==> src/rtl/core/lnwq_pkg.sv <==
// lnwq_pkg: shared constants, types and the sequencer microprogram for the
// lcd nibble write queue. no dependencies; used by the interfaces and the top level.
`default_nettype none

package lnwq_pkg;

  localparam int QUEUE_DEPTH = 32;
  localparam int IDX_W       = $clog2(QUEUE_DEPTH);
  localparam int CNT_W       = $clog2(QUEUE_DEPTH + 1);

  localparam int BYTE_W      = 8;
  localparam int PORT_W      = 7;

  // port bit positions
  localparam int RS_POS      = 4;
  localparam int EN_POS      = 6;

  // input opcodes
  localparam logic OP_PUSH   = 1'b0;
  localparam logic OP_TICK   = 1'b1;

  // microprogram
  localparam int PROG_LEN    = 8;
  localparam int STEP_W      = $clog2(PROG_LEN);

  typedef logic [STEP_W-1:0] step_t;

  typedef enum logic [1:0] {
    JMP_NEXT = 2'd0,  // advance once the beat is placed
    JMP_WAIT = 2'd1,  // hold until a tick pops a byte
    JMP_HOME = 2'd2   // back to the accept step once the beat is placed
  } jump_t;

  typedef struct packed {
    logic  accept;   // input channel open
    logic  emit;     // place one port beat
    logic  en;       // enable strobe bit
    logic  lo_nib;   // low nibble instead of high
    logic  zero;     // all-zero closing beat
    logic  last;     // final beat of the byte
    jump_t jump;
  } ctrl_word_t;

  localparam step_t STEP_HOME  = step_t'(0);
  localparam step_t STEP_FIRST = step_t'(1);

  function automatic ctrl_word_t ctrl_rom(input step_t step);
    ctrl_word_t cw;
    cw = '{accept: 1'b0, emit: 1'b0, en: 1'b0, lo_nib: 1'b0, zero: 1'b0,
           last: 1'b0, jump: JMP_HOME};
    case (step)
      step_t'(0): begin
        cw.accept = 1'b1;
        cw.jump   = JMP_WAIT;
      end
      step_t'(1): begin
        cw.emit = 1'b1;
        cw.jump = JMP_NEXT;
      end
      step_t'(2): begin
        cw.emit = 1'b1;
        cw.en   = 1'b1;
        cw.jump = JMP_NEXT;
      end
      step_t'(3): begin
        cw.emit = 1'b1;
        cw.jump = JMP_NEXT;
      end
      step_t'(4): begin
        cw.emit   = 1'b1;
        cw.lo_nib = 1'b1;
        cw.jump   = JMP_NEXT;
      end
      step_t'(5): begin
        cw.emit   = 1'b1;
        cw.lo_nib = 1'b1;
        cw.en     = 1'b1;
        cw.jump   = JMP_NEXT;
      end
      step_t'(6): begin
        cw.emit   = 1'b1;
        cw.lo_nib = 1'b1;
        cw.jump   = JMP_NEXT;
      end
      step_t'(7): begin
        cw.emit = 1'b1;
        cw.zero = 1'b1;
        cw.last = 1'b1;
        cw.jump = JMP_HOME;
      end
      default: begin
        cw.jump = JMP_HOME;
      end
    endcase
    return cw;
  endfunction

endpackage

`default_nettype wire

==> src/rtl/core/lnwq_intf.sv <==
// lnwq_in_if / lnwq_out_if: valid-ready channels for queue items and port beats
// depends on lnwq_pkg for payload widths
`default_nettype none

interface lnwq_in_if;
  logic                        valid;
  logic                        ready;
  logic                        opcode;
  logic [lnwq_pkg::BYTE_W-1:0] data_byte;

  modport source (output valid, output opcode, output data_byte, input ready);
  modport sink   (input valid, input opcode, input data_byte, output ready);
endinterface

interface lnwq_out_if;
  logic                        valid;
  logic                        ready;
  logic [lnwq_pkg::PORT_W-1:0] port_value;
  logic                        last;

  modport source (output valid, output port_value, output last, input ready);
  modport sink   (input valid, input port_value, input last, output ready);
endinterface

`default_nettype wire

==> src/rtl/core/lcd_nibble_write_queue.sv <==
// lcd_nibble_write_queue: byte queue feeding a 4-bit display port
// push: stored at the accept step; no beats. tick on a non-empty queue: accept
// step plus 7 port beats from the 8-step microprogram, one step per cycle while
// the output takes beats; the tick sets step_r and rd_data_r, then the first beat
// is registered in out_port_r. tick on empty / push to full: accepted, no beats.
// rst_n (synchronous) empties the queue and returns the sequencer to its accept step.
`default_nettype none

module lcd_nibble_write_queue (
  input  wire          clk,
  input  wire          rst_n,
  lnwq_in_if.sink      in_ch,
  lnwq_out_if.source   out_ch
);

  logic [lnwq_pkg::BYTE_W-1:0] queue_mem [lnwq_pkg::QUEUE_DEPTH];

  logic [lnwq_pkg::IDX_W-1:0]  wr_idx_r, wr_idx_nxt;
  logic [lnwq_pkg::IDX_W-1:0]  rd_idx_r, rd_idx_nxt;
  logic [lnwq_pkg::CNT_W-1:0]  count_r,  count_nxt;
  lnwq_pkg::step_t             step_r,   step_nxt;
  logic [lnwq_pkg::BYTE_W-1:0] rd_data_r;

  logic                        out_valid_r, out_valid_nxt;
  logic [lnwq_pkg::PORT_W-1:0] out_port_r;
  logic                        out_last_r;

  lnwq_pkg::ctrl_word_t        cw;
  logic                        accept;
  logic                        do_push;
  logic                        do_pop;
  logic                        out_free;
  logic                        beat_go;
  logic [3:0]                  nibble;
  logic [lnwq_pkg::PORT_W-1:0] port_nxt;

  assign cw       = lnwq_pkg::ctrl_rom(step_r);
  assign accept   = in_ch.valid && cw.accept;
  assign do_push  = accept && (in_ch.opcode == lnwq_pkg::OP_PUSH) &&
                    (count_r != lnwq_pkg::CNT_W'(lnwq_pkg::QUEUE_DEPTH));
  assign do_pop   = accept && (in_ch.opcode == lnwq_pkg::OP_TICK) &&
                    (count_r != '0);
  assign out_free = !out_valid_r || out_ch.ready;
  assign beat_go  = cw.emit && out_free;

  // pointers and fill level
  always_comb begin
    wr_idx_nxt = wr_idx_r;
    rd_idx_nxt = rd_idx_r;
    count_nxt  = count_r;
    if (do_push) begin
      wr_idx_nxt = (wr_idx_r == lnwq_pkg::IDX_W'(lnwq_pkg::QUEUE_DEPTH - 1)) ?
                   '0 : wr_idx_r + 1'b1;
      count_nxt  = count_r + 1'b1;
    end
    if (do_pop) begin
      rd_idx_nxt = (rd_idx_r == lnwq_pkg::IDX_W'(lnwq_pkg::QUEUE_DEPTH - 1)) ?
                   '0 : rd_idx_r + 1'b1;
      count_nxt  = count_r - 1'b1;
    end
  end

  // step counter and conditional jumps
  always_comb begin
    step_nxt = step_r;
    case (cw.jump)
      lnwq_pkg::JMP_WAIT: begin
        step_nxt = do_pop ? lnwq_pkg::STEP_FIRST : lnwq_pkg::STEP_HOME;
      end
      lnwq_pkg::JMP_NEXT: begin
        if (beat_go) step_nxt = step_r + 1'b1;
      end
      lnwq_pkg::JMP_HOME: begin
        if (beat_go || !cw.emit) step_nxt = lnwq_pkg::STEP_HOME;
      end
      default: begin
        step_nxt = lnwq_pkg::STEP_HOME;
      end
    endcase
  end

  // port beat formatting; popped byte stays in rd_data_r for all seven beats
  always_comb begin
    nibble   = cw.lo_nib ? rd_data_r[3:0] : rd_data_r[7:4];
    port_nxt = '0;
    if (!cw.zero) begin
      port_nxt[3:0]                = nibble;
      port_nxt[lnwq_pkg::RS_POS]   = !rd_data_r[lnwq_pkg::BYTE_W-1];
      port_nxt[lnwq_pkg::EN_POS]   = cw.en;
    end
  end

  always_comb begin
    out_valid_nxt = out_valid_r;
    if (beat_go) begin
      out_valid_nxt = 1'b1;
    end else if (out_ch.ready) begin
      out_valid_nxt = 1'b0;
    end
  end

  always_ff @(posedge clk) begin
    if (do_push) begin
      queue_mem[wr_idx_r] <= in_ch.data_byte;
    end
  end

  always_ff @(posedge clk) begin
    if (do_pop) begin
      rd_data_r <= queue_mem[rd_idx_r];
    end
  end

  always_ff @(posedge clk) begin
    if (!rst_n) begin
      wr_idx_r    <= '0;
      rd_idx_r    <= '0;
      count_r     <= '0;
      step_r      <= lnwq_pkg::STEP_HOME;
      out_valid_r <= 1'b0;
    end else begin
      wr_idx_r    <= wr_idx_nxt;
      rd_idx_r    <= rd_idx_nxt;
      count_r     <= count_nxt;
      step_r      <= step_nxt;
      out_valid_r <= out_valid_nxt;
    end
  end

  always_ff @(posedge clk) begin
    if (beat_go) begin
      out_port_r <= port_nxt;
      out_last_r <= cw.last;
    end
  end

  assign in_ch.ready       = cw.accept;
  assign out_ch.valid      = out_valid_r;
  assign out_ch.port_value = out_port_r;
  assign out_ch.last       = out_last_r;

endmodule

`default_nettype wire
==> src/flat_wrapper.sv <==
// flat-port wrapper written by rule: the top's interface ports become plain ports
module lcd_nibble_write_queue_flat 
  (clk, rst_n, in_ch_valid, in_ch_opcode, in_ch_data_byte, in_ch_ready, out_ch_valid, out_ch_port_value, out_ch_last, out_ch_ready);
  lnwq_in_if in_ch_i ();
  lnwq_out_if out_ch_i ();
  input  wire clk;
  input  wire rst_n;
  input wire logic [$bits(in_ch_i.valid)-1:0] in_ch_valid;
  input wire logic [$bits(in_ch_i.opcode)-1:0] in_ch_opcode;
  input wire logic [$bits(in_ch_i.data_byte)-1:0] in_ch_data_byte;
  output wire logic [$bits(in_ch_i.ready)-1:0] in_ch_ready;
  output wire logic [$bits(out_ch_i.valid)-1:0] out_ch_valid;
  output wire logic [$bits(out_ch_i.port_value)-1:0] out_ch_port_value;
  output wire logic [$bits(out_ch_i.last)-1:0] out_ch_last;
  input wire logic [$bits(out_ch_i.ready)-1:0] out_ch_ready;
  assign in_ch_i.valid = in_ch_valid;
  assign in_ch_i.opcode = in_ch_opcode;
  assign in_ch_i.data_byte = in_ch_data_byte;
  assign in_ch_ready = in_ch_i.ready;
  assign out_ch_valid = out_ch_i.valid;
  assign out_ch_port_value = out_ch_i.port_value;
  assign out_ch_last = out_ch_i.last;
  assign out_ch_i.ready = out_ch_ready;
  lcd_nibble_write_queue u_core (.clk(clk), .rst_n(rst_n), .in_ch(in_ch_i), .out_ch(out_ch_i));
endmodule
==> config.mk <==
export PLATFORM = sky130hd
export DESIGN_NAME = lcd_nibble_write_queue_flat
export DESIGN_NICKNAME = d
export VERILOG_FILES = /design/src/rtl/core/lnwq_pkg.sv /design/src/rtl/core/lnwq_intf.sv /design/src/rtl/core/lcd_nibble_write_queue.sv /design/src/flat_wrapper.sv
export SDC_FILE = /design/constraint.sdc
export NUM_CORES = 1
export LEC_CHECK = 0
export ABC_AREA = 1
export BUFFER_PORTS_ARGS = -buffer_cell sky130_fd_sc_hd__buf_4
export CORE_ASPECT_RATIO = 0.5
export CORE_MARGIN = 4
export CORE_UTILIZATION = 40
export CTS_CLUSTER_SIZE = 10
export DETAILED_ROUTE_END_ITERATION = 8
export SYNTH_ARGS = -nofsm -noshare
export SYNTH_HDL_FRONTEND = slang
export SYNTH_SLANG_ARGS = --single-unit
==> constraint.sdc <==
create_clock -name clk -period 3.3 [get_ports clk]
set_input_delay 0 -clock clk [delete_from_list [all_inputs] [get_ports clk]]
set_output_delay 0 -clock clk [all_outputs]
set_load 0.1 [all_outputs]
Word-level counts from Yosys, hierarchy flattened
Memories as Yosys holds them, arrays and structs flattened. A register that Yosys moved wholly into a read port is not among the register bits.
Index checks and enable logic that the tools add are counted.
{"block": "classes", "mux": 19, "n_eq_ne": 14, "reduce_logical": 21, "addsub": 5, "bitwise_logic": 1}
{"operator": "== test 3 bit, second input constant", "count": 4}
{"operator": "2-to-1 mux 6 bit", "count": 2}
{"operator": "adder 5 x 1 -> 5 bit, second input constant", "count": 2}
{"operator": "== test 5 bit, second input constant", "count": 2}
{"operator": "2-to-1 mux 5 bit", "count": 2}
{"operator": "2-to-1 mux 1 bit", "count": 9}
{"operator": "case mux 3 bit (3 select lines)", "count": 1}
{"operator": "OR reduction 7 bit", "count": 1}
{"operator": "adder 6 x 1 -> 6 bit, second input constant", "count": 1}
{"operator": "== test 3 x 2 -> 1 bit, second input constant", "count": 2}
{"operator": "logical AND 1 bit", "count": 6}
{"operator": "2-to-1 mux 3 bit", "count": 2}
{"operator": "!= test 6 bit, second input constant", "count": 1}
{"operator": "case mux 2 bit (3 select lines)", "count": 1}
{"operator": "nonzero test 6 bit", "count": 1}
{"operator": "OR reduction 6 bit", "count": 1}
{"operator": "subtractor 6 x 1 -> 6 bit, second input constant", "count": 1}
{"operator": "2-to-1 mux 4 bit", "count": 1}
{"operator": "!= test 2 x 1 -> 1 bit, second input constant", "count": 2}
{"operator": "nonzero test 2 bit", "count": 2}
{"operator": "adder 3 x 1 -> 3 bit, second input constant", "count": 1}
{"operator": "== test 3 x 1 -> 1 bit, second input constant", "count": 1}
{"operator": "zero test 1 bit", "count": 3}
{"operator": "zero test 3 bit", "count": 1}
{"operator": "9 further kinds", "count": 10}
{"block": "totals", "mem_count": 1, "ff_bits": 27, "ram_bits": 256, "elab_cells": 68, "input_bits": 13}
{"memory": "u_core.queue_mem", "words": 32, "word_bits": 8, "read_ports": 1, "rd_clocked_by_memory_dff": 1, "wr": 1, "line": "lcd_nibble_write_queue.sv:16", "source": "logic [lnwq_pkg::BYTE_W-1:0] queue_mem [lnwq_pkg::QUEUE_DEPTH];"}

Logic depth before layout (Yosys ltp)
{"block": "logic_depth", "depth_word": 7, "depth_mapped": 15, "ltp_nobuf": 15}

Least setup slack after synthesis
OpenSTA, ideal clock, no wires.
{"block": "synth_timing", "path_type": "register -> register", "start": "reg u_core.step_r[0]", "end": "reg u_core.count_r[5] (netlist name)", "path_slack_ns": 0.905, "arrival_ns": 2.280, "period_less_slack_ns": 2.395, "path_stages_with_launch": 13, "n_path_buf": 0, "setup_ns": 0.115, "t_required_ns": 3.185, "cell_sequence": "dfxtp_1 -> inv_1 -> ha_1 -> nand3_1 -> nor2_1 -> nand2_2 -> inv_1 -> ha_1 -> or2_2 -> nand3_1 -> nand3_1 -> a21oi_1 -> nor2_1"}
{"block": "synth_via", "elab_chain_len": 6, "elab_cells_between_ends": 9, "classes_between": "mux: 2; reduce/logical: 7"}
{"element": "start: declaration", "line": "lcd_nibble_write_queue.sv:21", "source": "lnwq_pkg::step_t step_r, step_nxt;"}
{"element": "start signal: assignment", "line": "lcd_nibble_write_queue.sv:119", "source": "step_r <= lnwq_pkg::STEP_HOME;"}
{"element": "start signal: assignment", "line": "lcd_nibble_write_queue.sv:125", "source": "step_r <= step_nxt;"}
{"element": "zero test 3 bit *", "line": "lnwq_pkg.sv:51", "source": "case (step)"}
{"element": "2-to-1 mux 1 bit *", "line": "lnwq_pkg.sv:51"}
{"element": "logical AND 1 bit *", "line": "lcd_nibble_write_queue.sv:38", "source": "assign accept = in_ch.valid && cw.accept;"}
{"element": "logical AND 1 bit * (2 in series)", "line": "lcd_nibble_write_queue.sv:41", "source": "assign do_pop = accept && (in_ch.opcode == lnwq_pkg::OP_TICK) &&"}
{"element": "net u_core.do_pop", "line": "lcd_nibble_write_queue.sv:31", "source": "logic do_pop;"}
{"element": "2-to-1 mux 6 bit / nonzero test 2 bit (equally long branches)"}
{"element": "end signal: assignment", "line": "lcd_nibble_write_queue.sv:124", "source": "count_r <= count_nxt;"}
{"element": "end: declaration", "line": "lcd_nibble_write_queue.sv:20", "source": "logic [lnwq_pkg::CNT_W-1:0] count_r, count_nxt;"}
Mark *: on every way through the listed nets, which the timed path passes. The rest lies on a longest branch.
A chain may end at the register's enable or synchronous reset.

Worst setup path in the final report
{"block": "layout_timing", "start": "reg u_core.step_r[0]", "end": "mem u_core.queue_mem[14][1] (netlist name) (enable)"}
{"block": "layout_via", "elab_chain_len": 7}
{"element": "zero test 3 bit", "line": "lnwq_pkg.sv:51"}
{"element": "2-to-1 mux 1 bit", "line": "lnwq_pkg.sv:51"}
{"element": "logical AND 1 bit", "line": "lcd_nibble_write_queue.sv:38"}
{"element": "logical AND 1 bit (2 in series)", "line": "lcd_nibble_write_queue.sv:39", "source": "assign do_push = accept && (in_ch.opcode == lnwq_pkg::OP_PUSH) &&"}
{"element": "2-to-1 mux 1 bit", "line": "lcd_nibble_write_queue.sv:103", "source": "if (do_push) begin"}
{"element": "2-to-1 mux 1 bit (not written as such)", "line": "lcd_nibble_write_queue.sv:104", "source": "queue_mem[wr_idx_r] <= in_ch.data_byte;"}
{"element": "end: declaration", "line": "lcd_nibble_write_queue.sv:16"}
No other way between the ends.

==> run metrics <==
CP Cell Sequence inv_1 > ha_1 > nand3_1 > nor2_1 > nand2_2 > inv_2 > nand2_1 > nor2_1; clk_lat worst skew between 0.5 and 0.6 ns; dpl cells 1491; commonest non-fill, non-tap cell in the layout nand2_1; Peak VDD IR around 0.29 mV; CTS Buf Count 35; worst setup path end u_core.queue_mem[14][1]; CTS sink cnt a little under 300; reg2reg end u_core.queue_mem[14][1]; first-pass GRT wire length around 46 mm; largest net degree at the start of global routing 67; Detail Route Antenna Nets 0; mux contribution to synthesized area 0%; CP Launch Type register; simple-gate portion of the synthesized area a little over a fifth; final worst path period share slightly above 80%; crit end category register; Min-Delay Path Class input port to register; Die X between 200 and 300 µm; Worst-path clk slew 0.06 ns; max cap viols 0; Vias about 8300; commonest non-fill, non-tap cells in the layout 375 x nand2_1, 271 x edfxtp_1, 178 x nand3_1, 78 x nor2_1, 45 x a21oi_1; top-area cell type share of the netlist area between 60% and 70%; ys flop type edfxtp_1; Synth Area in Compound Gates about 2.6%; WL/cell approximately 20 µm; Clock Skew around 0.016 ns; Synth Warn # 0; Final Hold Fails 0; Setup WS pre-CTS between 0.6 and 0.7 ns; via/cell ratio about 5.4; Tot Pwr 8.94 mW; Synth-to-Final Area Change 13.4%; Mapped Cells roughly 1100; Post-CTS Hold Buffers 11; Max FO, Critical Path 9; main combinational cell family by area after synthesis simple AND/OR/NAND/NOR gates; CP max stage delay around 0.69 ns; Worst Setup SP u_core.step_r[0]; Slew @ Worst Pin 0.703 ns; vias in the first global route ~8000; number of synthesized register bits ~290; non-filler instance count after layout around 1600; I/O pins 23; row count 44; Seq pwr share a little under half; Final setup viols 0; RSZ-0062 raised after global routing false; clock tree buffer depth 3; die area ~34000 µm²; drt first pass iters 5; Crit-path slowest cell nor2_1; total grt overflow 0; die height approximately 130 µm; Slew Limit Fails 0; Post-Syn Area between 10000 and 15000 µm²; CTS tree done; status complete, no violations; crit path time final 2.67 ns; # fillers between 2000 and 3000; TNS Setup 0 ns; Clock power frac about two fifths; DRC 0; synth top area cells edfxtp_1 67%, nand2_1 12%, nand3_1 7.3%; CTS H-tree depth 2; post-DP HPWL roughly 19 mm; register area share after synthesis approximately 70%; most used cell, CP nor2_1; Post-Syn Nets around 1100; Post-synth EDFFs 271; Static Leak a little over 5 nW; layout cell share with drive strength beyond 1 roughly 7.4%; sw power about 2.4 mW; final WL 30.2 mm; fmax 0.375 GHz; input/output buffers 21; ys async rst share 0%; launching point of the worst reg2reg path u_core.step_r[0]; setup bufs post-CTS 0; synthesized area per cell 10.9 µm²; initial antenna violation count 0; adder-cell share of the synthesized area 1.91%; reg-to-reg setup timing slack between 0.6 and 0.7 ns; cells resized by post-CTS repair 0; antenna cells 0; All-Layer GR Usage 17.9%; CP arrival 2.82 ns; Data required, critical path ~3.5 ns; clock root cell clkbuf_16; Internal Power 6.50 mW; synth unique cells 28; crit path kind register to register; sw frac 27.2%; Post-Synth XOR/XNOR Area less than 1%; cell type with the largest total area after synthesis edfxtp_1; worst setup margin between 0.6 and 0.7 ns; PwrDens about 650 nW/µm²; routability cong. 0.885; initial DRC count a little under 900; fin nets 1179; initial core utilization roughly two fifths; Reg2Reg Depth 8; core box area around 30000 µm²; Gate power share approximately 15%; slew margin rel. a little over half; hold_sp in_ch_valid; Hold Slack around 0.060 ns
## per-stage QoR
stage	utilization (%)	area (µm²)
after CTS	46.9	13800
after global placement	43.2	12800
after global routing	46.9	13800
final	46.9	13800
after detailed placement	43.2	12800
after floorplan	-	12200
## layer usage
metal  wire [µm]  up-vias  global-route usage (%)
met2       13700      338                    27.9
met1       13400     4048                    25.5
met4         616        0                    5.48
met3        2410       49                    3.67
met5           0        -                       0
li1            -     3891                       -
## cell type report
cell class	count	area, µm²	area share [%]
clock inverters	3	33.8	0.244
repair buffers	47	405	2.93
inverters	43	163	1.17
multi-input cells	730	3260	23.5
flip-flops and latches	291	8540	61.7
well taps	391	489	3.53
clock buffers	47	952	6.88
## worst max-delay path, delay by kind of cell, from the launching register on
| family | cells | cell delay, ns |
|---|---|---|
| AND/OR/NAND/NOR | 5 | 1.47 |
| buffers and inverters | 2 | 0.28 |
| flip-flops | 1 | 0.33 |
| adder cells (fa/ha/maj) | 1 | 0.21 |
## how the worst min path moves through the flow
stage / to / slack [ns] / cells past startpoint
after CTS: u_core.wr_idx_r[4] / 0.03 / 5
after global routing: u_core.wr_idx_r[4] / 0.10 / 5
after detailed placement: u_core.count_r[5] / 0.35 / 3
after global placement: u_core.count_r[5] / 0.35 / 3
final: u_core.wr_idx_r[4] / 0.06 / 5
after floorplan: u_core.queue_mem[0][0] / 0.1 / 0
## registers in the layout (all words and copies together) (netlist names)
signal,count
u_core.rd_data_r,8
u_core.step_r,3
u_core.out_ch.valid,1
u_core.queue_mem,256
u_core.rd_idx_r,5
u_core.count_r,6
u_core.out_ch.port_value,6
u_core.wr_idx_r,5
u_core.out_ch.last,1
## power by group through the flow
stage	Combinational, mW	Clock, mW	Sequential, mW
finish	1.33	3.40	4.20
detailed placement	1.31	0	4.28
global placement	1.29	0	4.27
floorplan	0.831	0	4.34
global route	1.48	3.63	4.21
CTS	1.32	3.47	4.20
## cell usage after synthesis (5+ instances only)
| master | count |
|---|---|
| a21oi_1 | 45 |
| buf_1 | 5 |
| buf_2 | 30 |
| buf_4 | 6 |
| clkbuf_1 | 11 |
| dfxtp_1 | 20 |
| edfxtp_1 | 271 |
| ha_1 | 17 |
| inv_1 | 38 |
| nand2_1 | 375 |
| nand3_1 | 178 |
| nor2_1 | 78 |
| nor3_1 | 5 |
| o21ai_0 | 16 |
## cell families (layout without fill, tap and decap cells)
kind of cell / after synthesis / in the layout
other cells: 1 / 1
compound gates: 63 / 63
simple gates: 645 / 645
xor+xnor: 3 / 3
flops: 291 / 291
fa+ha+maj: 18 / 18
buf+inv: 95 / 140
Note: power is estimated with default switching activity, not from simulation.
